==> src/pgbq_pkg.sv <==
`timescale 1ns / 1ps
// Shared types, codes and constant tables for the gray Bayer quantiser.
// No dependencies; every other file of the block imports this package.
package pgbq_pkg;

   // Source pixel formats
   localparam logic [2:0] FMT_INDEXED_1 = 3'd0;
   localparam logic [2:0] FMT_INDEXED_2 = 3'd1;
   localparam logic [2:0] FMT_INDEXED_4 = 3'd2;
   localparam logic [2:0] FMT_INDEXED_8 = 3'd3;
   localparam logic [2:0] FMT_RGB16     = 3'd4;
   localparam logic [2:0] FMT_BGR24     = 3'd5;

   // Item actions
   localparam logic ACT_PALETTE_WRITE = 1'b0;
   localparam logic ACT_PIXEL         = 1'b1;

   // Register indexes (byte address bits 3:2)
   localparam logic [1:0] CSR_SOURCE_FORMAT = 2'd0;
   localparam logic [1:0] CSR_IS_565        = 2'd1;
   localparam logic [1:0] CSR_PLANE_MODE    = 2'd2;

   // Queue between front and back
   localparam int QUEUE_DEPTH = 2;

   // Dither offset and luma weights
   localparam logic [9:0]  DITHER_BIAS = 10'd30;
   localparam logic [15:0] LUMA_R      = 16'd77;
   localparam logic [15:0] LUMA_G      = 16'd150;
   localparam logic [15:0] LUMA_B      = 16'd29;

   typedef logic [3:0] bayer_table_type [16];
   typedef logic [7:0] exp5_table_type [32];
   typedef logic [7:0] exp6_table_type [64];

   // 4x4 Bayer matrix, indexed by {row[1:0], column[1:0]}
   localparam bayer_table_type BAYER_TABLE = '{
      4'd0,  4'd8,  4'd2,  4'd10,
      4'd12, 4'd4,  4'd14, 4'd6,
      4'd3,  4'd11, 4'd1,  4'd9,
      4'd15, 4'd7,  4'd13, 4'd5
   };

   // Build the 5-bit to 8-bit expansion table, floor(x*255/31)
   function automatic exp5_table_type build_exp5();
      exp5_table_type t;
      for (int i = 0; i < 32; i++) begin
         t[i] = 8'((i * 255) / 31);
      end
      return t;
   endfunction

   // Build the 6-bit to 8-bit expansion table, floor(x*255/63)
   function automatic exp6_table_type build_exp6();
      exp6_table_type t;
      for (int i = 0; i < 64; i++) begin
         t[i] = 8'((i * 255) / 63);
      end
      return t;
   endfunction

   localparam exp5_table_type EXP5_TABLE = build_exp5();
   localparam exp6_table_type EXP6_TABLE = build_exp6();

   // One queued pixel: luma plus what the back end needs for dither and packing
   typedef struct packed {
      logic [7:0] gray;
      logic [2:0] col_lo;
      logic [1:0] row_lo;
      logic       last;
   } queue_entry_type;

   // One result transaction
   typedef struct packed {
      logic [7:0] gray_value;
      logic [1:0] dither_level;
      logic       bw_bit;
      logic       red_bit;
      logic       byte_ready;
      logic [7:0] packed_byte;
      logic [7:0] red_plane_byte;
   } rsp_type;

endpackage

==> src/pgbq_queue.sv <==
`timescale 1ns / 1ps
// Short queue of decoded pixels between the front and back ends.
// Depends on pgbq_pkg for the entry type and depth.
module pgbq_queue import pgbq_pkg::*; (
   input  logic            clock,
   input  logic            reset,
   input  logic            push,
   input  queue_entry_type push_entry,
   output logic            full,
   input  logic            pop,
   output logic            not_empty,
   output queue_entry_type pop_entry
);

   localparam int PTR_W = $clog2(QUEUE_DEPTH);
   localparam int CNT_W = $clog2(QUEUE_DEPTH + 1);

   queue_entry_type entry_ff [QUEUE_DEPTH];
   logic [PTR_W-1:0] wr_ptr_ff, wr_ptr_in;
   logic [PTR_W-1:0] rd_ptr_ff, rd_ptr_in;
   logic [CNT_W-1:0] count_ff, count_in;

   assign full      = (count_ff == CNT_W'(QUEUE_DEPTH));
   assign not_empty = (count_ff != '0);
   assign pop_entry = entry_ff[rd_ptr_ff];

   // Advance pointers and fill count
   always_comb begin
      wr_ptr_in = wr_ptr_ff;
      rd_ptr_in = rd_ptr_ff;
      count_in  = count_ff;
      if (push) begin
         wr_ptr_in = (wr_ptr_ff == PTR_W'(QUEUE_DEPTH - 1)) ? '0 : wr_ptr_ff + 1'b1;
      end
      if (pop) begin
         rd_ptr_in = (rd_ptr_ff == PTR_W'(QUEUE_DEPTH - 1)) ? '0 : rd_ptr_ff + 1'b1;
      end
      if (push && !pop) begin
         count_in = count_ff + 1'b1;
      end else if (pop && !push) begin
         count_in = count_ff - 1'b1;
      end
   end

   always_ff @(posedge clock) begin
      if (reset) begin
         wr_ptr_ff <= '0;
         rd_ptr_ff <= '0;
         count_ff  <= '0;
      end else begin
         wr_ptr_ff <= wr_ptr_in;
         rd_ptr_ff <= rd_ptr_in;
         count_ff  <= count_in;
      end
   end

   // Store the pushed entry
   always_ff @(posedge clock) begin
      if (push) begin
         entry_ff[wr_ptr_ff] <= push_entry;
      end
   end

endmodule

==> config.mk <==
export PLATFORM = sky130hd
export DESIGN_NAME = pgbq_queue
export DESIGN_NICKNAME = d
export VERILOG_FILES = /design/src/pgbq_pkg.sv /design/src/pgbq_queue.sv
export SDC_FILE = /design/constraint.sdc
export NUM_CORES = 1
export LEC_CHECK = 0
export ABC_AREA = 1
export BUFFER_PORTS_ARGS = -buffer_cell sky130_fd_sc_hd__buf_4
export CAP_MARGIN = 20
export CORE_ASPECT_RATIO = 0.7
export CORE_MARGIN = 3
export CORE_UTILIZATION = 41
export CTS_CLUSTER_SIZE = 16
export DETAILED_ROUTE_END_ITERATION = 10
export GPL_ROUTABILITY_DRIVEN = 0
export PLACE_DENSITY = 0.65
export RECOVER_POWER = 50
export SYNTH_ARGS = -nofsm -noshare
export SYNTH_HDL_FRONTEND = slang
export SYNTH_SLANG_ARGS = --single-unit
==> constraint.sdc <==
create_clock -name clock -period 4.3 [get_ports clock]
set_input_delay 1.29 -clock clock [delete_from_list [all_inputs] [get_ports clock]]
set_output_delay 1.29 -clock clock [all_outputs]
set_load 0.02 [all_outputs]
* Word-level counts from Yosys, hierarchy flattened
Memories as Yosys holds them, arrays and structs flattened. A register that Yosys moved wholly into a read port is not among the register bits.
Cells that the tools add are included.
** Cells by class
- Reductions and logical operators :: 6
- Equal/unequal tests :: 1
- Add/subtract/negate cells :: 4
- Mux-type cells :: 8
** Operators by type and width (number)
- two-way mux 1 bit :: 6
- two-way mux 2 bit :: 2
- nonzero test 2 bit :: 2
- adder 1 bit (second input constant) :: 2
- adder 2 x 1 -> 2 bit (second input constant) :: 1
- == test 2 bit (second input constant) :: 1
- logical AND 1 bit :: 2
- zero test 1 bit :: 2
- subtractor 2 x 1 -> 2 bit (second input constant) :: 1
** Storage, ports and cells
- Memories kept :: 1
- Output and inout bits :: 16
- Input bits :: 18
- Memory bits (writable) :: 28
- Flip-flop bits (word level) :: 4
- Logic and storage cells :: 23
** Memory list
- entry_ff :: depth 2, width 14, read ports 1, clocked after memory_dff 1, write ports 1, RTL line pgbq_queue.sv:18 : queue_entry_type entry_ff [QUEUE_DEPTH];

* Depth between registers and ports, before layout
Gate-level depths: netlist of the first run.
- Depth after elaboration :: 4
- Mapped depth :: 8
- Mapped depth without buffers :: 8

* Worst setup path after synthesis of the first run
OpenSTA, ideal clock, no wires.
- Path type :: input to register
- Start point :: input push
- End point :: memory entry_ff[0][0] (netlist bit) (enable)
- Required time :: 3916 ps
- Stages :: 2
- Path slack :: 1987 ps
- Data arrival time :: 1928 ps
- Setup time :: 384 ps
- Buffers on the path :: 0
- Path through :: inv_1 -> nor2_1
** Between the ends
- Cells in the longest elaborated chain, start to end :: 2
** RTL lines
- from (decl) :: RTL line pgbq_queue.sv:7 : input logic push,
- two-way mux 1 bit :: RTL line pgbq_queue.sv:59 : if (push) begin
- two-way mux 1 bit (not written as such) :: RTL line pgbq_queue.sv:60 : entry_ff[wr_ptr_ff] <= push_entry;
- to (decl) :: RTL line pgbq_queue.sv:18
No other way between the ends.

==> reports/results.tsv, run 1 <==
stage	metric	value	unit
cts	postCtsSetupBuffers	0	
detailed_routing	via_per_inst	4.715	
layout	ff_latch_area	940.9	sq um
yosys	post-synth-top-area-cell	edfxtp_1	
min_path	hold_class	reg2reg	
power	cellLeakagePower	0.6329	nW
place	dp_hpwl	1.373	mm
critical_path	critPathKind	reg2out	
timing	hold_viol	0	
timing	fmax	345.6	MHz
grt	antenna_found_initial	0	
cts	cts_max_level	2	
min_path	min_to	rd_ptr_ff	
status	status	completed	
cts	cts_resized	0	
cts	cts_num_sinks	33	
critical_path	crit_path_end_kind	output port	
timing	slew_headroom	0.5517	
die	io-pin-count	34	
cts	clock_path_buffers	2	
min_path	holdPathStages	2	
die	core-area	2665	sq um
die	die_h	51.94	um
cts	clock_latency	0.27	ns
layout	fillers	214	
detailed_routing	vias	712	
timing	finalCriticalPeriod	2.894	ns
timing	grt_setup_unrepaired	no	
critical_path	cp_data_required_time	3.01	ns
critical_path	cp_data_arrival_time	1.60	ns
grt	grt_max_degree	16	
yosys	synth_area_leaders	edfxtp_1 68%, mux2_2 13%, dfxtp_1 8.1%	
timing	final_max_slew_viol_count	0	
critical_path	critPathTopFamily	flip-flops	
critical_path	critical-path-max-stage-delay	0.75	ns
grt	track_usage	0.1201	
yosys	syn_area_per_cell	16.27	sq um
timing	setup_tns	0	ns
grt	first_global_vias	695	
critical_path	r2r_slack	3.07	ns
timing	skew	0.003205	ns
yosys	ys_types	14	
power	power.total	704.5	uW
die	num_rows	15	
critical_path	r2r_start	wr_ptr_ff	
timing	hold_ws	0.5168	ns
critical_path	crit_buf_inv	1	
layout	final_net_count	135	
cts	root_buffer	clkbuf_8	
cts	clk_pin_slew	0.06	ns
critical_path	critPathMaxFanout	14	
job	cap_violations	0	
yosys	yosysSeqAreaShare	0.7611	
detailed_routing	antenna_left	0	
power	p_per_area	443.0	nW/um^2
cts	cts_tree	yes	
layout	multi_input_area	250.2	sq um
detailed_routing	drtPass1Iterations	4	
detailed_routing	dr.first_iter.drc_count	33	
yosys	syn_nets	95	
critical_path	cp_slowest_cell	dfxtp_1	
grt	grt_pass1_wl	3.125	mm
yosys	yosysWarnings	0	
cts	cts_hold_buf	0	
yosys	synth_top_area_frac	0.6802	
critical_path	crit_chain	mux2_2, buf_4	
layout	drive_above_1_share	0.4103	
min_path	min_from	rd_ptr_ff	
detailed_routing	drc	0	
die	die_x	71.63	um
layout	diodes	0	
die	initial_core_util	0.4638	
layout	area_delta_synth_final	28.64	%
die	die_area	3720	sq um
place	port_buffers	33	
power	peakVddDrop	0.1915	mV
yosys	ys_ff_latch	33	
yosys	syn-instance-count	76	
detailed_routing	drt-total-wl	1.972	mm
critical_path	rr_endpoint	entry_ff[0][6]	
yosys	syn-cell-area	1236	sq um
grt	gr-total-overflow	0	
timing	setup_viol_count_final	0	
critical_path	startpoint_type	flip-flop	
critical_path	r2r_cells	2	
timing	worst_pin_slew	0.6715	ns
timing	final.period_utilization	0.6730	
cts	cts_buffers	5	
detailed_routing	wire_per_inst	13.06	um
## report_power, final
part | switching (mW) | leakage, nW | total [mW] | internal (mW)
clock | 0.0980 | 0.0455 | 0.228 | 0.130
sequential | 0.0102 | 0.304 | 0.378 | 0.368
combinational | 0.0508 | 0.283 | 0.0980 | 0.0472
total | 0.159 | 0.633 | 0.704 | 0.545
## kinds of logic (layout without fill, tap and decap cells)
logic type,Yosys count,count (layout),share of synthesized area
AO/OA/AOI/OAI,2,2,0.008089
XOR/XNOR,1,1,0.007086
adder cells (fa/ha/maj),1,1,0.01012
buffers and inverters,10,51,0.03643
flip-flops,33,33,0.7611
multiplexers,14,14,0.1275
AND/OR/NAND/NOR,15,15,0.04959
## layout by cell type, fill, tap and decap left out, drive strengths merged
master,synthesis,layout
edfxtp,28,28
clkbuf,0,24
buf,1,18
mux2,14,14
inv,9,9
nand2,6,6
nor2,6,6
dfxtp,5,5
o21ai,1,1
a21oi,1,1
xnor2,1,1
nor3,1,1
nand3,1,1
nand4,1,1
ha,1,1
## cell type report
cell class,count,area share
Clock buffer,8,0.05665
Inverter,9,0.02124
Multi-Input combinational cell,33,0.1574
Sequential cell,33,0.5917
Tap cell,34,0.02675
Timing Repair Buffer,34,0.1463
## layer usage
layer,part of all wire,global-route usage,wire (um),vias to the layer above
met5,0,0,0,-
met4,0.0061,0.06563,12,0
met3,0.077,0.05985,151,2
met2,0.46,0.1738,906,27
met1,0.46,0.1462,902,334
li1,-,-,-,349
## metrics by stage
stage / setup WS, ns / area (sq um) / std cells / util
2_1_floorplan: 1.987 / 1236 / 76 / -
3_3_place_gp: 1.699 / 1523 / 143 / 0.5714
3_5_place_dp: 1.695 / 1523 / 143 / 0.5714
4_1_cts: 1.371 / 1613 / 151 / 0.6052
5_1_grt: 1.297 / 1590 / 151 / 0.5967
6_report: 1.406 / 1590 / 151 / 0.5967
## worst max path at each step
stage,startpoint,to,slack [ns],cells after the start
after floorplan,push,entry_ff[0][0],1.99,2
after global placement,flip-flop,pop_entry[10],1.70,2
after detailed placement,flip-flop,pop_entry[10],1.70,2
after CTS,flip-flop,pop_entry[10],1.37,2
after global routing,flip-flop,pop_entry[10],1.30,2
final,flip-flop,pop_entry[10],1.41,2
## worst reg2reg max path: cells and delay by family (launching register included)
kind,cells,cell delay [ns]
DFF,1,0.32
and+or+nand+nor,1,0.33
buffers and inverters,1,0.28
## sequential cells by signal (all words and copies together) (netlist names), named ones only
name and flops:
count_ff 2, rd_ptr_ff 1, wr_ptr_ff 1, entry_ff 28
## synthesized netlist by cell type
| cell type | instances |
|---|---|
| o21ai_0 | 1 |
| nor3_1 | 1 |
| xnor2_1 | 1 |
| buf_6 | 1 |
| mux2_2 | 14 |
| nand3_1 | 1 |
| nand2_1 | 6 |
| nor2_1 | 6 |
| dfxtp_1 | 5 |
| edfxtp_1 | 28 |
| a21oi_1 | 1 |
| inv_1 | 9 |
| nand4_1 | 1 |
| ha_1 | 1 |
No activity file was read; power rests on OpenSTA's default activity.
==> run 2, diff against run 1 <==
--- a/config.mk
+++ b/config.mk
@@ -5,7 +5,7 @@
 export SDC_FILE = /design/constraint.sdc
 export NUM_CORES = 1
 export LEC_CHECK = 0
-export ABC_AREA = 1
+export ABC_AREA = 0
 export BUFFER_PORTS_ARGS = -buffer_cell sky130_fd_sc_hd__buf_4
 export CAP_MARGIN = 20
 export CORE_ASPECT_RATIO = 0.7
==> constraint.sdc (replaced) <==
create_clock -name clock -period 2.8 [get_ports clock]
set_input_delay 0.84 -clock clock [delete_from_list [all_inputs] [get_ports clock]]
set_output_delay 0.84 -clock clock [all_outputs]
set_load 0.02 [all_outputs]
==> reports/results.tsv, run 2 <==
stage	metric	value	unit
status	status	completed	
layout	fillers	217	
layout	drive_above_1_share	0.4623	
die	die_x	71.10	um
detailed_routing	drtPass1Iterations	4	
layout	final_net_count	124	
yosys	synthFlopType	edfxtp_1	
critical_path	cp_data_required_time	1.96	ns
critical_path	r2r_start	wr_ptr_ff	
yosys	async_flop_share	0	
cts	root_buffer	clkbuf_8	
grt	antenna_found_initial	0	
cts	cts_hold_buf	0	
timing	fmax	411.2	MHz
cts	clock_latency	0.28	ns
min_path	min_to	count_ff[1]	
grt	first_global_vias	707	
cts	postCtsSetupBuffers	0	
critical_path	r2r_cells	2	
yosys	yosysMostFrequentCell	edfxtp_1	
die	num_rows	15	
cts	cts_resized	0	
place	dp_hpwl	1.411	mm
timing	grt_setup_unrepaired	no	
min_path	holdPathStages	2	
layout	area_delta_synth_final	30.45	%
timing	final.period_utilization	0.8684	
critical_path	crit_path_end_kind	output port	
layout	top_register	entry_ff	
power	p_per_area	739.3	nW/um^2
grt	gr-total-overflow	0	
power	cellLeakagePower	0.6014	nW
yosys	synth_area_leaders	edfxtp_1 69%, mux2_2 13%, dfxtp_1 8.2%	
yosys	synth_top_area_frac	0.6914	
cts	clock_path_buffers	2	
place	placed_cells_incl_taps	132	
critical_path	critPathKind	reg2out	
layout	largest_reg_flops	28	
timing	setup_viol_count_final	0	
timing	skew	0.005380	ns
cts	cts_buffers	5	
layout	utilization	0.5995	
die	die_h	51.57	um
die	initial_core_util	0.4596	
yosys	post-synth-top-area-cell	edfxtp_1	
layout	final_cell_mix	28 x edfxtp_1, 17 x buf_4, 14 x mux2_2	
yosys	syn_area_per_cell	18.71	sq um
yosys	ys_types	16	
yosys	ys_ff_latch	33	
detailed_routing	vias	684	
detailed_routing	drt-total-wl	1.991	mm
timing	worst_pin_slew	0.7923	ns
layout	fin_cells	140	
yosys	syn-instance-count	65	
yosys	syn_nets	84	
yosys	yosysWarnings	0	
detailed_routing	via_per_inst	4.886	
min_path	min_from	count_ff[1]	
power	power.total	1.173	mW
timing	setup_tns	0	ns
job	cap_violations	0	
die	io-pin-count	34	
cts	cts_num_sinks	33	
layout	reg_top3	entry_ff x28, count_ff x2	
layout	diodes	0	
timing	hold_viol	0	
die	core-area	2646	sq um
critical_path	r2r_slack	1.38	ns
timing	final_max_slew_viol_count	0	
grt	track_usage	0.1219	
power	peakVddDrop	0.3649	mV
cts	clk_pin_slew	0.06	ns
yosys	synth_common_cells	28 x edfxtp_1, 14 x mux2_2, 5 x dfxtp_1	
detailed_routing	drc	0	
die	die_area	3666	sq um
cts	cts_tree	yes	
cts	cts_max_level	2	
timing	hold_ws	0.5488	ns
layout	layout_commonest_cell	edfxtp_1	
timing	slew_headroom	0.4718	
critical_path	startpoint_type	flip-flop	
grt	grt_max_degree	15	
detailed_routing	dr.first_iter.drc_count	12	
grt	grt_pass1_wl	3.187	mm
critical_path	critPathMaxFanout	14	
min_path	hold_class	reg2reg	
yosys	synth-edff-count	28	
detailed_routing	wire_per_inst	14.22	um
detailed_routing	antenna_left	0	
timing	finalCriticalPeriod	2.432	ns
critical_path	rr_endpoint	entry_ff[0][2]	
critical_path	cp_data_arrival_time	1.59	ns
yosys	yosysSeqAreaShare	0.7737	
place	port_buffers	33	
yosys	syn-cell-area	1216	sq um
[run 2: cell families after synthesis]
logic type | after synthesis | share of synthesized area
adder cells (fa/ha/maj) | 1 | 0.01029
multiplexers | 14 | 0.1296
XOR/XNOR | 4 | 0.02881
AND/OR/NAND/NOR | 9 | 0.04013
buffers and inverters | 2 | 0.009259
AO/OA/AOI/OAI | 2 | 0.008223
flip-flops | 33 | 0.7737
[run 2: worst max-delay path by stage]
stage | from | cells after the start | slack [ns] | endpoint
after floorplan | push | 1 | 0.90 | entry_ff[0][0]
after global placement | flip-flop | 2 | 0.64 | pop_entry[0]
after detailed placement | flip-flop | 2 | 0.64 | pop_entry[0]
after CTS | flip-flop | 2 | 0.32 | pop_entry[0]
after global routing | flip-flop | 2 | 0.27 | pop_entry[0]
final | flip-flop | 2 | 0.37 | pop_entry[0]
[run 2: report_power, final]
part / switching, mW / internal, mW / total [mW]
Combinational: 0.0819 / 0.0808 / 0.163
Sequential: 0.0186 / 0.570 / 0.589
Clock: 0.159 / 0.262 / 0.421
[run 2: cell type report]
class	instances	area, sq um	area share
sequential	33	940.9	0.5931
multi-input combinational	30	264.0	0.1664
timing repair buffer	34	229.0	0.1443
clock buffer	6	72.57	0.04574
tap	34	42.54	0.02681
clock inverter	2	33.78	0.02129
inverter	1	3.754	0.002366
[run 2: metrics by stage]
stage	worst slack, ns	cell area [sq um]
2_1_floorplan	0.8952	1216
3_3_place_gp	0.6428	1506
3_5_place_dp	0.6375	1506
4_1_cts	0.3244	1613
5_1_grt	0.2693	1587
6_report	0.3684	1587
[run 2: critical path, cell delays in order, from the launching register on]
cell and delay (ns):
dfxtp_1 0.73, mux2_2 0.42, buf_4 0.16
[run 2: per-layer routing]
metal,GRT usage,wire (um)
met5,0,0
met4,0.03750,21
met3,0.06564,117
met2,0.2169,1026
met1,0.1245,825
