[src/pgbq_pkg.sv]
`timescale 1ns / 1ps
// Shared types, codes and constant tables for the gray Bayer quantiser.
// No dependencies; every other file of the block imports this package.
package pgbq_pkg;

   // Source pixel formats
   localparam logic [2:0] FMT_INDEXED_1 = 3'd0;
   localparam logic [2:0] FMT_INDEXED_2 = 3'd1;
   localparam logic [2:0] FMT_INDEXED_4 = 3'd2;
   localparam logic [2:0] FMT_INDEXED_8 = 3'd3;
   localparam logic [2:0] FMT_RGB16     = 3'd4;
   localparam logic [2:0] FMT_BGR24     = 3'd5;

   // Item actions
   localparam logic ACT_PALETTE_WRITE = 1'b0;
   localparam logic ACT_PIXEL         = 1'b1;

   // Register indexes (byte address bits 3:2)
   localparam logic [1:0] CSR_SOURCE_FORMAT = 2'd0;
   localparam logic [1:0] CSR_IS_565        = 2'd1;
   localparam logic [1:0] CSR_PLANE_MODE    = 2'd2;

   // Queue between front and back
   localparam int QUEUE_DEPTH = 2;

   // Dither offset and luma weights
   localparam logic [9:0]  DITHER_BIAS = 10'd30;
   localparam logic [15:0] LUMA_R      = 16'd77;
   localparam logic [15:0] LUMA_G      = 16'd150;
   localparam logic [15:0] LUMA_B      = 16'd29;

   typedef logic [3:0] bayer_table_type [16];
   typedef logic [7:0] exp5_table_type [32];
   typedef logic [7:0] exp6_table_type [64];

   // 4x4 Bayer matrix, indexed by {row[1:0], column[1:0]}
   localparam bayer_table_type BAYER_TABLE = '{
      4'd0,  4'd8,  4'd2,  4'd10,
      4'd12, 4'd4,  4'd14, 4'd6,
      4'd3,  4'd11, 4'd1,  4'd9,
      4'd15, 4'd7,  4'd13, 4'd5
   };

   // Build the 5-bit to 8-bit expansion table, floor(x*255/31)
   function automatic exp5_table_type build_exp5();
      exp5_table_type t;
      for (int i = 0; i < 32; i++) begin
         t[i] = 8'((i * 255) / 31);
      end
      return t;
   endfunction

   // Build the 6-bit to 8-bit expansion table, floor(x*255/63)
   function automatic exp6_table_type build_exp6();
      exp6_table_type t;
      for (int i = 0; i < 64; i++) begin
         t[i] = 8'((i * 255) / 63);
      end
      return t;
   endfunction

   localparam exp5_table_type EXP5_TABLE = build_exp5();
   localparam exp6_table_type EXP6_TABLE = build_exp6();

   // One queued pixel: luma plus what the back end needs for dither and packing
   typedef struct packed {
      logic [7:0] gray;
      logic [2:0] col_lo;
      logic [1:0] row_lo;
      logic       last;
   } queue_entry_type;

   // One result transaction
   typedef struct packed {
      logic [7:0] gray_value;
      logic [1:0] dither_level;
      logic       bw_bit;
      logic       red_bit;
      logic       byte_ready;
      logic [7:0] packed_byte;
      logic [7:0] red_plane_byte;
   } rsp_type;

endpackage

[src/pgbq_back.sv]
`timescale 1ns / 1ps
// Back end: Bayer dither, level packing and the result output register.
// Depends on pgbq_pkg; drains pgbq_queue.
module pgbq_back import pgbq_pkg::*; (
   input  logic            clock,
   input  logic            reset,
   input  logic            plane_mode,
   input  logic            entry_valid,
   input  queue_entry_type entry,
   output logic            pop,
   output logic            rsp_valid,
   input  logic            rsp_ready,
   output rsp_type         rsp
);

   logic       rsp_valid_ff, rsp_valid_in;
   rsp_type    rsp_ff;
   logic [7:0] pack_acc_ff, pack_acc_in;
   logic [7:0] red_acc_ff, red_acc_in;

   logic [3:0] bayer;
   logic [9:0] biased;
   logic [9:0] shifted;
   logic [7:0] clamped;
   logic [1:0] level;
   logic [7:0] mask;
   logic [7:0] pack_next, red_next;
   logic       emit;
   rsp_type    result;

   assign pop = entry_valid && (!rsp_valid_ff || rsp_ready);

   // Dither: gray + 4*bayer - 30, clamp to a byte, invert the top two bits
   assign bayer   = BAYER_TABLE[{entry.row_lo, entry.col_lo[1:0]}];
   assign biased  = {2'b0, entry.gray} + {4'b0, bayer, 2'b00};
   assign shifted = biased - DITHER_BIAS;
   always_comb begin
      if (biased < DITHER_BIAS) begin
         clamped = 8'd0;
      end else if (shifted[9:8] != 2'b00) begin
         clamped = 8'hFF;
      end else begin
         clamped = shifted[7:0];
      end
   end
   assign level = ~clamped[7:6];

   // Pack the level into the accumulators
   assign mask = 8'h80 >> entry.col_lo;
   always_comb begin
      if (plane_mode) begin
         pack_next = pack_acc_ff | (level[0] ? mask : 8'h00);
         red_next  = red_acc_ff  | (level[1] ? mask : 8'h00);
         emit      = (entry.col_lo == 3'd7) || entry.last;
      end else begin
         pack_next = pack_acc_ff | ({6'b0, level} << {~entry.col_lo[1:0], 1'b0});
         red_next  = red_acc_ff;
         emit      = (entry.col_lo[1:0] == 2'd3) || entry.last;
      end
   end

   // Assemble the result transaction
   always_comb begin
      result.gray_value     = entry.gray;
      result.dither_level   = level;
      result.bw_bit         = level[0];
      result.red_bit        = level[1];
      result.byte_ready     = emit;
      result.packed_byte    = emit ? pack_next : 8'h00;
      result.red_plane_byte = (emit && plane_mode) ? red_next : 8'h00;
   end

   // Accumulators clear after an emit; the red one only in plane mode
   always_comb begin
      pack_acc_in = pack_acc_ff;
      red_acc_in  = red_acc_ff;
      if (pop) begin
         pack_acc_in = emit ? 8'h00 : pack_next;
         red_acc_in  = (emit && plane_mode) ? 8'h00 : red_next;
      end
   end

   // Output register control
   always_comb begin
      if (pop) begin
         rsp_valid_in = 1'b1;
      end else if (rsp_ready) begin
         rsp_valid_in = 1'b0;
      end else begin
         rsp_valid_in = rsp_valid_ff;
      end
   end

   always_ff @(posedge clock) begin
      if (reset) begin
         rsp_valid_ff <= 1'b0;
         pack_acc_ff  <= 8'h00;
         red_acc_ff   <= 8'h00;
      end else begin
         rsp_valid_ff <= rsp_valid_in;
         pack_acc_ff  <= pack_acc_in;
         red_acc_ff   <= red_acc_in;
      end
   end

   // Hold the result until it is taken
   always_ff @(posedge clock) begin
      if (pop) begin
         rsp_ff <= result;
      end
   end

   assign rsp_valid = rsp_valid_ff;
   assign rsp       = rsp_ff;

endmodule

[config.mk]
export PLATFORM = sky130hd
export DESIGN_NAME = pgbq_back
export DESIGN_NICKNAME = d
export VERILOG_FILES = /design/src/pgbq_pkg.sv /design/src/pgbq_back.sv
export SDC_FILE = /design/constraint.sdc
export NUM_CORES = 1
export LEC_CHECK = 0
export BUFFER_PORTS_ARGS = -buffer_cell sky130_fd_sc_hd__buf_2
export CAP_MARGIN = 30
export CORE_MARGIN = 5
export CORE_UTILIZATION = 35
export DETAILED_ROUTE_END_ITERATION = 8
export PLACE_DENSITY = 0.63
export SETUP_SLACK_MARGIN = 0.3
export SYNTH_ARGS = -nofsm -noshare
export SYNTH_HDL_FRONTEND = slang
export SYNTH_SLANG_ARGS = --single-unit
[constraint.sdc]
create_clock -name clock -period 5.5 [get_ports clock]
set_input_delay 0.825 -clock clock [delete_from_list [all_inputs] [get_ports clock]]
set_output_delay 0.825 -clock clock [all_outputs]
set_load 0.1 [all_outputs]
Word level (Yosys, flattened, before mapping)
Memory sizes are Yosys's and may differ from the RTL's. Cells that the tools add are included.

Add/subtract/negate cells: 2. Multipliers: 0. Divide/modulo/power cells: 0. $lt $le $gt $ge: 2. Equality and inequality tests: 2. Shift-type cells: 2. Multiplexer cells: 13. Bitwise gates (word level): 6. Reduce and logical (&&, ||, !) cells: 8.

Operator list (count): $mux W8 (8); $or A8 B8 Y8 (3); $sub A9 B5 Y10 const B (1); $add A8 B6 Y9 (1); $lt A9 B5 Y1 const B (1); $mux W4 (2); $shl A2 B3 Y8 (1); $shr A8 B3 Y8 const A (1); $ge A5 B5 Y1 const B (1); $not A4 Y5 (1); $not A2 Y2 (2); $reduce_bool A2 Y1 (2); $eq A3 B3 Y1 const B (1); $logic_or A1 B1 Y1 (3); $mux W1 (3); $eq A2 B2 Y1 const B (1); $logic_and A1 B1 Y1 (2); $logic_not A1 Y1 (1).

Register bits: 46. Latch bits: 0. Memory bits (writable): 0. Memory bits (read-only): 64. Input bits: 19. Output and inout bits: 31. Logic and storage cells: 46. Memories kept: 1.

Memory list: (no name shown) (words 16, width 4, rd ports 1, clocked after Yosys merged registers in 0, wr ports 0, line pgbq_back.sv:34) `assign bayer = BAYER_TABLE[{entry.row_lo, entry.col_lo[1:0]}];`.

Longest topological paths before layout
Gate-level depths: netlist (run 1).

Depth in word-level cells: 14. Depth in mapped cells: 10. Gate-level depth less buffers: 8.

Worst setup path before layout (run 1)
Ideal clock, no wire load.

Path kind: input to register. Start point: in entry[4] in the netlist's numbering. End point: reg rsp_ff, in the netlist rsp[11], data pin. Arrival time: 2904 ps. Setup slack: 2330 ps. Stages on the path: 9. Buffers on the path: 1. Cells stage by stage: clkbuf_1 xor2_1 fa_1 a21o_1 a21oi_1 nand2_1 mux2_4 a221oi_2 a21oi_1.

Cells in the longest elaborated chain, start to end: 13. Elaborated cells on any way between the ends: 23. Classes of those cells: add/sub: 2; order compare: 1; eq/ne: 2; shift: 2; mux: 7; bitwise: 5; reduce/logical: 3; memory: 1.

Ends and longest elaborated chain: start, declared (line pgbq_back.sv:9) `input queue_entry_type entry,`; $not A4 Y5 (implied by the code) (line pgbq_back.sv:34); $mem_v2 Z16 W4; $mux W4 (implied by the code) (2 in series) (line pgbq_back.sv:34); $add A8 B6 Y9 (line pgbq_back.sv:35) `assign biased = {2'b0, entry.gray} + {4'b0, bayer, 2'b00};`; $sub A9 B5 Y10 (line pgbq_back.sv:36) `assign shifted = biased - DITHER_BIAS;`; $reduce_bool A2 Y1 (line pgbq_back.sv:40) `end else if (shifted[9:8] != 2'b00) begin`; $mux W8 (line pgbq_back.sv:40); $mux W8 (line pgbq_back.sv:38) `if (biased < DITHER_BIAS) begin`; $not A2 Y2 (line pgbq_back.sv:46) `assign level = ~clamped[7:6];`; $shl A2 B3 Y8 / $mux W8 (equally long branches) (line pgbq_back.sv:56, pgbq_back.sv:52); $or A8 B8 Y8, on equally long branches (line pgbq_back.sv:56, pgbq_back.sv:52); $mux W8 (line pgbq_back.sv:51) `if (plane_mode) begin`; end signal, assigned (line pgbq_back.sv:109) `rsp_ff <= result;`; end, declared (line pgbq_back.sv:17) `rsp_type rsp_ff;`.

Several ways; a longest one is shown, not always the timed one. The select of a mux whose other input is x is not followed. A chain may end at the register's enable or synchronous reset.

Worst setup path after layout (run 1)
Start point: in entry[4] in the netlist's numbering. End point: reg rsp_ff, in the netlist rsp[15], data pin.

The elaborated chain is that of the path after synthesis.

==> results.cfg, run 1 <==
[synthesis]
synthArstFlopShare_pct = 0
ys_warn_count = 0
seq_area_frac_synth_pct = 50.14
synthCells = 219
synth_cell_types = 55
synth_area_leaders = edfxtp_1 35%, dfxtp_1 15%, nor2_1 5.1%, a31oi_1 3.3%, a21oi_1 2.6%
ys_ff_latch = 44
synth-edff-count = 27
synth.net_count = 243
avgSynthCellArea_um2 = 10.48
syn_area_mm2 = 0.002296
yosys.area.top_type_share_pct = 35.31
synth_ff_type = edfxtp_1
synth_top_area_cell = edfxtp_1

[detailed_routing]
drt_iter0_markers = 162
vias = 1833
ant_nets = 0
wirelength_mm = 5.332
post_drt_via_cell_ratio = 5.375
firstDrtPassIters = 4
drcViolationCount = 0
wl_per_cell_um = 15.64

[die]
fp.dieH_um = 90.99
rows = 29
dieArea_mm2 = 0.008279
start_util_pct = 36.16
ioPinCount = 50
fp.coreArea_mm2 = 0.006350
fp.dieW_um = 90.99

[cells_and_area]
regArea_mm2 = 0.001151
multi_input_area_mm2 = 0.001032
syn_to_final_growth_pct = 16.13
drive_gt1_share_pct = 27.65
diodes = 0
post-route-util_pct = 41.99
fin_area_mm2 = 0.002666
n_fill_cell = 599
nNetsFinal = 287

[sta]
period_needed_ns = 3.356
setup_violations = 0
finalHoldViolCount = 0
finalSetupTns_ns = 0
final.setup_skew_ns = 0.006412
timing.fmax_ghz = 0.2980
min_period_over_period_pct = 61.02
worst_pin_slew_ns = 0.8702
drv_slew = 0
rsz0062_at_grt = no
maxSlewHeadroom_pct = 41.98
hold_slack_ns = 0.4650

[pwr]
ir_drop_v = 0.0001414
power.density_mw_per_mm2 = 335.9
finalPower_uw = 895.6
p_leak_nw = 1.018

[setup_path]
cp_cell_sequence = buf_2, xor2_1, fa_1, a21o_1, a21oi_1, nor2_1, o21ai_2, a21oi_1, a221oi_1
cp_max_fo = 22
setup.worst_path.class = in -> reg
slowest_stage = o21ai_2
end_kind = flip-flop
arrival_ns = 3.47
start_kind = input pin
required_ns = 5.61
r2r_end = pack_acc_ff[7]$_SDFFE_PP0P_
r2r_cells = 8
crit_buf_inv = 1
crit_path_frequent_cell = a21oi_1
slowest_delay_ns = 0.69
r2r_slack_ns = 3.44
path_delay_family = compound AO/OA/AOI/OAI gates
r2r_start = rsp_valid$_SDFFE_PP0P_

[grt]
grt_overflow = 0
antenna_found_initial = 0
groute.usage.overall_pct = 13.09
first_global_vias = 1797
grt_pass1_wl_mm = 8.873
grt_max_degree = 34

[hold_path]
worstHoldEndpoint = pack_acc_ff[2]$_SDFFE_PP0P_
min_delay_path_depth = 2
hold_path.class = reg -> reg
worstHoldStart = pack_acc_ff[2]$_SDFFE_PP0P_

[clock_network]
clock_path_buffers = 2
ctsHoldBuffers = 0
cts_tree = built
numCtsBuffers = 5
clockRootBuffer = clkbuf_8
post_cts_buffers = 0
path_clk_slew_ns = 0.09
cts_htree_levels = 2
insertion_delay_ns = 0.30
clock-sinks = 44
cts_resized = 0

[placed_design]
place_congestion = 0.7706
io_buffers = 49
postPlaceCellArea_mm2 = 0.002555
dp_hpwl_mm = 3.726

[run]
max_cap_violations = 0

[run_status]
status = finished clean
-- report_power, final --
part | total, mW | internal [mW] | switching [mW]
clock network | 0.249 | 0.135 | 0.115
registers | 0.373 | 0.368 | 0.00460
logic | 0.273 | 0.0573 | 0.216
-- sequential cells by signal (all words and copies together) (netlist names) --
| register | cells |
|---|---|
| pack_acc_ff | 8 |
| rsp | 27 |
| rsp_valid | 1 |
| red_acc_ff | 8 |
-- worst max-delay path by stage --
stage | start | to | slack (ns) | cells after the start
after floorplan | entry[4] | rsp[11]$_SDFFCE_PP0P_ | 2.33 | 9
after global placement | entry[4] | pack_acc_ff[1]$_SDFFE_PP0P_ | 2.00 | 9
after detailed placement | entry[4] | rsp[15]$_SDFFCE_PP0P_ | 1.87 | 9
after CTS | entry[4] | rsp[15]$_SDFFCE_PP0P_ | 2.17 | 9
after global routing | entry[4] | rsp[15]$_SDFFCE_PP0P_ | 2.01 | 9
final | entry[4] | rsp[15]$_SDFFCE_PP0P_ | 2.14 | 9
-- logic make-up (layout without fill, tap and decap cells) --
kind of cell | Yosys count | count (layout) | share of synthesized area (%)
AOI/OAI and AO/OA | 54 | 54 | 18.09
xor gates and xnor gates | 4 | 4 | 1.526
adders and majority gates | 5 | 5 | 3.052
buffers and inverters | 19 | 64 | 4.904
DFF | 44 | 44 | 50.14
muxes | 5 | 5 | 3.215
and+or+nand+nor | 88 | 88 | 19.07
-- cell usage after synthesis (3+ instances only) --
cell and number:
a21oi_1 12, a221oi_2 4, ha_1 4, nand2_1 15, nor2_1 31, nand3_1 4
xor2_1 4, nor3_1 12, nand2b_1 5, a211oi_1 3, a41oi_1 3, a31oi_1 12
buf_4 3, o31ai_1 4, dfxtp_1 17, inv_1 5, nor3b_1 3, clkbuf_1 4
edfxtp_1 27
-- worst reg2reg max path, delay by kind of cell, from the launching register on --
kind / cells / cell delay [ns]
simple gates: 3 / 0.50
compound gates: 3 / 0.52
buf+inv: 2 / 0.60
flops: 1 / 0.32
-- metal layers --
| layer | part of all wire (%) | vias up | global-route usage (%) |
|---|---|---|---|
| met5 | 0 | - | 0 |
| met4 | 2.2 | 0 | 5.134 |
| met3 | 6.1 | 8 | 2.893 |
| met2 | 47 | 64 | 20.61 |
| met1 | 45 | 854 | 17.51 |
| li1 | - | 907 | - |
-- cells in the final DEF (no fill, tap or decap), drive strengths merged, types with 5 or more instances in the layout --
cell type / n
a31oi: 13
nor3: 12
buf: 50
nand2: 15
inv: 6
a21oi: 12
edfxtp: 27
nand2b: 5
nor2: 31
nand3: 5
a221oi: 5
dfxtp: 17
clkbuf: 5
-- cell type report --
| type | instances | area share [%] |
|---|---|---|
| sequential | 44 | 43.17 |
| tap | 77 | 3.613 |
| clock buffer | 5 | 2.581 |
| multi-input combinational | 156 | 38.71 |
| clock inverter | 3 | 1.595 |
| timing repair buffer | 50 | 9.479 |
| inverter | 6 | 0.8447 |
-- per-stage QoR --
step | setup WS (ns) | instances
2_1_floorplan | 2.330 | 219
3_3_place_gp | 2.000 | 333
3_5_place_dp | 1.873 | 333
4_1_cts | 2.170 | 341
5_1_grt | 2.007 | 341
6_report | 2.144 | 341
(Power assumes the default switching activity.)
==> run 2, diff against run 1 <==
--- a/config.mk
+++ b/config.mk
@@ -10,7 +10,7 @@
 export CORE_MARGIN = 5
 export CORE_UTILIZATION = 35
 export DETAILED_ROUTE_END_ITERATION = 8
-export PLACE_DENSITY = 0.63
+export PLACE_DENSITY = 0.66
 export SETUP_SLACK_MARGIN = 0.3
 export SYNTH_ARGS = -nofsm -noshare
 export SYNTH_HDL_FRONTEND = slang
==> constraint.sdc (replaced) <==
create_clock -name clock -period 2.7 [get_ports clock]
set_input_delay 0.405 -clock clock [delete_from_list [all_inputs] [get_ports clock]]
set_output_delay 0.405 -clock clock [all_outputs]
set_load 0.1 [all_outputs]
==> run 2 against run 1 <==
Effect of this change: register-to-register slack worse by 2.6 ns; via count is 2.8% higher; wire length rose by 3.4%; non-clock buffer count grew 12; clock power up 96%; critical path type unchanged; largest cell class unchanged; highest routed layer unchanged.
==> results.cfg, run 2 (synthesis gave the netlist of run 1 again) <==
[pwr]
ir_drop_v = 0.0003800
switchingPower_uw = 717.2
p_leak_nw = 1.086
finalPower_mw = 1.873
power.density_mw_per_mm2 = 657.9
pwr-share-comb_pct = 33.4
seqPwrFrac_pct = 40.6
power.internal_mw = 1.155
p_sw_share_pct = 38.30
pwr-share-clk_pct = 26.0

[detailed_routing]
wirelength_mm = 5.514
firstDrtPassIters = 4
wl_per_cell_um = 15.62
ant_nets = 0
drcViolationCount = 0
post_drt_via_cell_ratio = 5.337
drt_iter0_markers = 149
vias = 1884

[cells_and_area]
final_common_cell = buf_2
fin_area_mm2 = 0.002846
nNetsFinal = 299
diodes = 0
final_cell_mix = 49 x buf_2, 31 x nor2_1, 27 x edfxtp_1
largest_reg_flops = 27
drive_gt1_share_pct = 34.78
syn_to_final_growth_pct = 23.98
post-route-util_pct = 44.83

[placed_design]
dp_hpwl_mm = 3.974
postPlaceCellArea_mm2 = 0.002670
io_buffers = 49
place_congestion = 0.8797

[die]
dieArea_mm2 = 0.008279
fp.dieW_um = 90.99
ioPinCount = 50
rows = 29
start_util_pct = 36.16
fp.dieH_um = 90.99
fp.coreArea_mm2 = 0.006350

[sta]
maxSlewHeadroom_pct = 67.51
hold_slack_ns = 0.2780
finalHoldViolCount = 0
drv_slew = 0
timing.fmax_ghz = 0.4243
period_needed_ns = 2.357
finalSetupTns_ns = 0
rsz0062_at_grt = yes
min_period_over_period_pct = 87.28
final.setup_skew_ns = 0.004329
setup_violations = 0
worst_pin_slew_ns = 0.4907

[grt]
first_global_vias = 1868
grt_overflow = 0
grt_pass1_wl_mm = 9.190
grt_max_degree = 23
antenna_found_initial = 0
groute.usage.overall_pct = 13.54

[clock_network]
cts_htree_levels = 2
numCtsBuffers = 5
ctsHoldBuffers = 0
clock-sinks = 44
clock_path_buffers = 2
cts_tree = built
path_clk_slew_ns = 0.09
insertion_delay_ns = 0.30
clockRootBuffer = clkbuf_8

[setup_path]
cp_max_fo = 5
r2r_slack_ns = 0.81
setup.worst_path.class = in -> reg
r2r_cells = 6
r2r_end = pack_acc_ff[7]$_SDFFE_PP0P_
end_kind = flip-flop
arrival_ns = 2.40
start_kind = input pin
required_ns = 2.75
r2r_start = rsp_valid$_SDFFE_PP0P_

[hold_path]
worstHoldStart = entry[6]
min_delay_path_depth = 1
worstHoldEndpoint = rsp[21]$_DFFE_PP_
hold_path.class = in -> reg

[run]
max_cap_violations = 0

[run_status]
status = finished clean
## run 2: cell count changes in the layout (fill, tap and decap cells not counted), moves of 3 or more
cell      previous run  this run
a21oi_1             12         9
a221oi_4             0         3
a21oi_2              0         3
a221oi_2             4         1
buf_4                1        12
## run 2: per-stage QoR
stage | setup WS [ns] | cells
floorplan | 0.08909 | 219
global placement | 0.01234 | 343
global route | 0.2939 | 353
CTS | 0.3120 | 351
finish | 0.3434 | 353
detailed placement | -0.02748 | 343
## run 2: worst max-delay path by stage
stage,slack (ns),endpoint,depth (start not counted),start
global route,0.29,rsp[11]$_SDFFCE_PP0P_,10,entry[1]
floorplan,0.09,rsp[11]$_SDFFCE_PP0P_,9,entry[3]
detailed placement,-0.03,rsp[11]$_SDFFCE_PP0P_,9,entry[2]
CTS,0.31,rsp[11]$_SDFFCE_PP0P_,9,entry[2]
finish,0.34,rsp[11]$_SDFFCE_PP0P_,9,entry[1]
global placement,0.01,rsp[11]$_SDFFCE_PP0P_,9,entry[1]
## run 2: layout make-up
type,count,area [um^2]
fill,600,3503
sequential,44,1155
multi-input combinational,156,1105
timing repair buffer,62,355.3
tap,77,96.34
clock buffer,6,93.84
inverter,6,26.28
clock inverter,2,15.01
## run 2: layer usage
metal,vias up,track usage [%],share of wire [%]
li1,925,-,-
met1,899,18.29,45
met2,49,21.51,49
met3,11,2.727,4.6
met4,0,4.890,1.7
met5,-,0,0
## run 2: worst max-delay path, stage by stage
cell and delay, ns:
buf_2 0.11, xor2_1 0.15, ha_1 0.33, nor2b_4 0.15, a221oi_4 0.31, nand3_4 0.14, mux2_4 0.38, a221oi_4 0.33
a21oi_2 0.09
## run 2: power by group through the flow
stage / logic [mW] / clock network [mW] / registers (mW)
6_report: 0.626 / 0.487 / 0.759
5_1_grt: 0.662 / 0.533 / 0.764
4_1_cts: 0.597 / 0.505 / 0.760
3_5_place_dp: 0.592 / 0 / 0.775
3_3_place_gp: 0.584 / 0 / 0.774
2_1_floorplan: 0.271 / 0 / 0.982
## run 2: repair_timing
item / in CTS / in global routing
pin swaps: 0 / 1
resized for setup: 1 / 6
setup buffers: 0 / 2
cloned: 0 / 0
setup endpoints to repair: 1 / 8
endpoints found under the hold margin: 0 / 0
==> run 3, diff against run 2 <==
--- a/config.mk
+++ b/config.mk
@@ -7,10 +7,12 @@
 export LEC_CHECK = 0
 export BUFFER_PORTS_ARGS = -buffer_cell sky130_fd_sc_hd__buf_2
 export CAP_MARGIN = 30
+export CELL_PAD_IN_SITES_DETAIL_PLACEMENT = 0
+export CELL_PAD_IN_SITES_GLOBAL_PLACEMENT = 1
 export CORE_MARGIN = 5
 export CORE_UTILIZATION = 35
 export DETAILED_ROUTE_END_ITERATION = 8
-export PLACE_DENSITY = 0.66
+export PLACE_DENSITY_LB_ADDON = 0.2
 export SETUP_SLACK_MARGIN = 0.3
 export SYNTH_ARGS = -nofsm -noshare
 export SYNTH_HDL_FRONTEND = slang
==> run 3 against run 2 <==
Effect of this change: final cell count grew 0.85%; critical endpoint is now rsp[9]$_SDFFCE_PP0P_; core utilization is essentially flat; design area hardly changed.
==> results.cfg, run 3 (synthesis gave the netlist of run 1 again) <==
[clock_network]
cts_htree_levels = 2
clock_path_buffers = 2
clock-sinks = 44
clockRootBuffer = clkbuf_8
cts_tree = built
path_clk_slew_ns = 0.09
post_cts_buffers = 0
insertion_delay_ns = 0.30
numCtsBuffers = 5

[cells_and_area]
nNetsFinal = 302
syn_to_final_growth_pct = 24.03
drive_gt1_share_pct = 34.77
fin_area_mm2 = 0.002848
final_common_cell = buf_2
n_fill_cell = 641
post-route-util_pct = 44.85
diodes = 0
fin_cells = 356
final_cell_mix = 49 x buf_2, 31 x nor2_1, 27 x edfxtp_1
largest_reg_flops = 27

[sta]
setup_violations = 0
worst_pin_slew_ns = 0.4927
finalSetupTns_ns = 0
fin_ws_ns = 0.3562
final.setup_skew_ns = 0.006796
timing.fmax_ghz = 0.4267
min_period_over_period_pct = 86.81
period_needed_ns = 2.344
rsz0062_at_grt = yes
drv_slew = 0
maxSlewHeadroom_pct = 67.38
finalHoldViolCount = 0

[detailed_routing]
wirelength_mm = 5.663
drcViolationCount = 0
post_drt_via_cell_ratio = 5.326
ant_nets = 0
drt_iter0_markers = 102
firstDrtPassIters = 4
wl_per_cell_um = 15.91
vias = 1896

[pwr]
seqPwrFrac_pct = 40.0
power.density_mw_per_mm2 = 665.5
pwr-share-clk_pct = 27.6
power.internal_mw = 1.182
p_leak_nw = 1.088
p_sw_share_pct = 37.64
pwr-share-comb_pct = 32.4
switchingPower_uw = 713.4
ir_drop_v = 0.0004871

[die]
rows = 29
fp.dieH_um = 90.99
start_util_pct = 36.16
dieArea_mm2 = 0.008279
fp.coreArea_mm2 = 0.006350
ioPinCount = 50
fp.dieW_um = 90.99

[setup_path]
r2r_cells = 6
start_kind = input pin
r2r_end = pack_acc_ff[7]$_SDFFE_PP0P_
setup.worst_path.class = in -> reg
required_ns = 2.76
r2r_slack_ns = 1.24
end_kind = flip-flop
arrival_ns = 2.40
r2r_start = rsp_valid$_SDFFE_PP0P_
cp_max_fo = 5

[grt]
grt_overflow = 0
antenna_found_initial = 0
grt_pass1_wl_mm = 9.032
grt_max_degree = 21
first_global_vias = 1778
groute.usage.overall_pct = 13.44

[run]
max_cap_violations = 0

[run_status]
status = finished clean

[placed_design]
place_worst_setup_slack_ns = 0.06133
io_buffers = 49
postPlaceCellArea_mm2 = 0.002695
dp.cells = 348
place_congestion = 0.8000
dp_hpwl_mm = 4.142

[hold_path]
min_delay_path_depth = 1
hold_path.class = in -> reg
worstHoldEndpoint = rsp[21]$_DFFE_PP_
worstHoldStart = entry[6]
[run 3: stage by stage]
step	total power, mW	hold slack, ns
finish	1.895	0.2760
floorplan	1.252	0.4260
global placement	1.375	0.4427
CTS	1.902	0.2670
detailed placement	1.377	0.4488
global route	1.979	0.2653
[run 3: per-layer routing]
layer | track usage (%) | up-vias | wire length (um)
met5 | 0 | - | 0
met4 | 3.545 | 0 | 69
met3 | 4.050 | 7 | 307
met2 | 19.65 | 45 | 2489
met1 | 19.36 | 913 | 2795
li1 | - | 931 | -
[run 3: worst max-delay path by stage]
| stage | to | from | depth (start not counted) | slack (ns) |
|---|---|---|---|---|
| finish | rsp[9]$_SDFFCE_PP0P_ | entry[3] | 9 | 0.36 |
| global route | pack_acc_ff[5]$_SDFFE_PP0P_ | entry[3] | 11 | 0.26 |
| CTS | rsp[11]$_SDFFCE_PP0P_ | entry[3] | 9 | 0.37 |
| detailed placement | rsp[11]$_SDFFCE_PP0P_ | entry[3] | 9 | 0.06 |
| global placement | rsp[11]$_SDFFCE_PP0P_ | entry[2] | 9 | 0.07 |
| floorplan | rsp[11]$_SDFFCE_PP0P_ | entry[3] | 9 | 0.09 |
[run 3: worst max-delay path, stage by stage]
cell	delay [ns]
buf_2	0.14
xor2_1	0.15
ha_1	0.34
nor2b_4	0.15
a221oi_2	0.26
nand3_2	0.14
mux2_4	0.39
a221oi_4	0.33
a21oi_2	0.09
[run 3: timing repair]
action	in CTS	in global routing
setup endpoints to repair	0	4
gates resized for setup	0	4
hold buffers	0	0
[run 3: area by class of cell]
cell class / instances / area, um^2 / share of cell area [%]
multi-input combinational: 156 / 1090 / 38.27
clock buffer: 5 / 68.82 / 2.417
sequential: 44 / 1155 / 40.55
inverter: 6 / 26.28 / 0.9227
clock inverter: 3 / 46.29 / 1.626
tap: 77 / 96.34 / 3.383
timing repair buffer: 65 / 365.4 / 12.83
[run 3: power groups by stage]
| stage | sequential, mW | clock (mW) | combinational [mW] |
|---|---|---|---|
| floorplan | 0.982 | 0 | 0.271 |
| global placement | 0.774 | 0 | 0.601 |
| detailed placement | 0.774 | 0 | 0.603 |
| CTS | 0.759 | 0.539 | 0.605 |
| global route | 0.762 | 0.566 | 0.651 |
| finish | 0.758 | 0.523 | 0.614 |
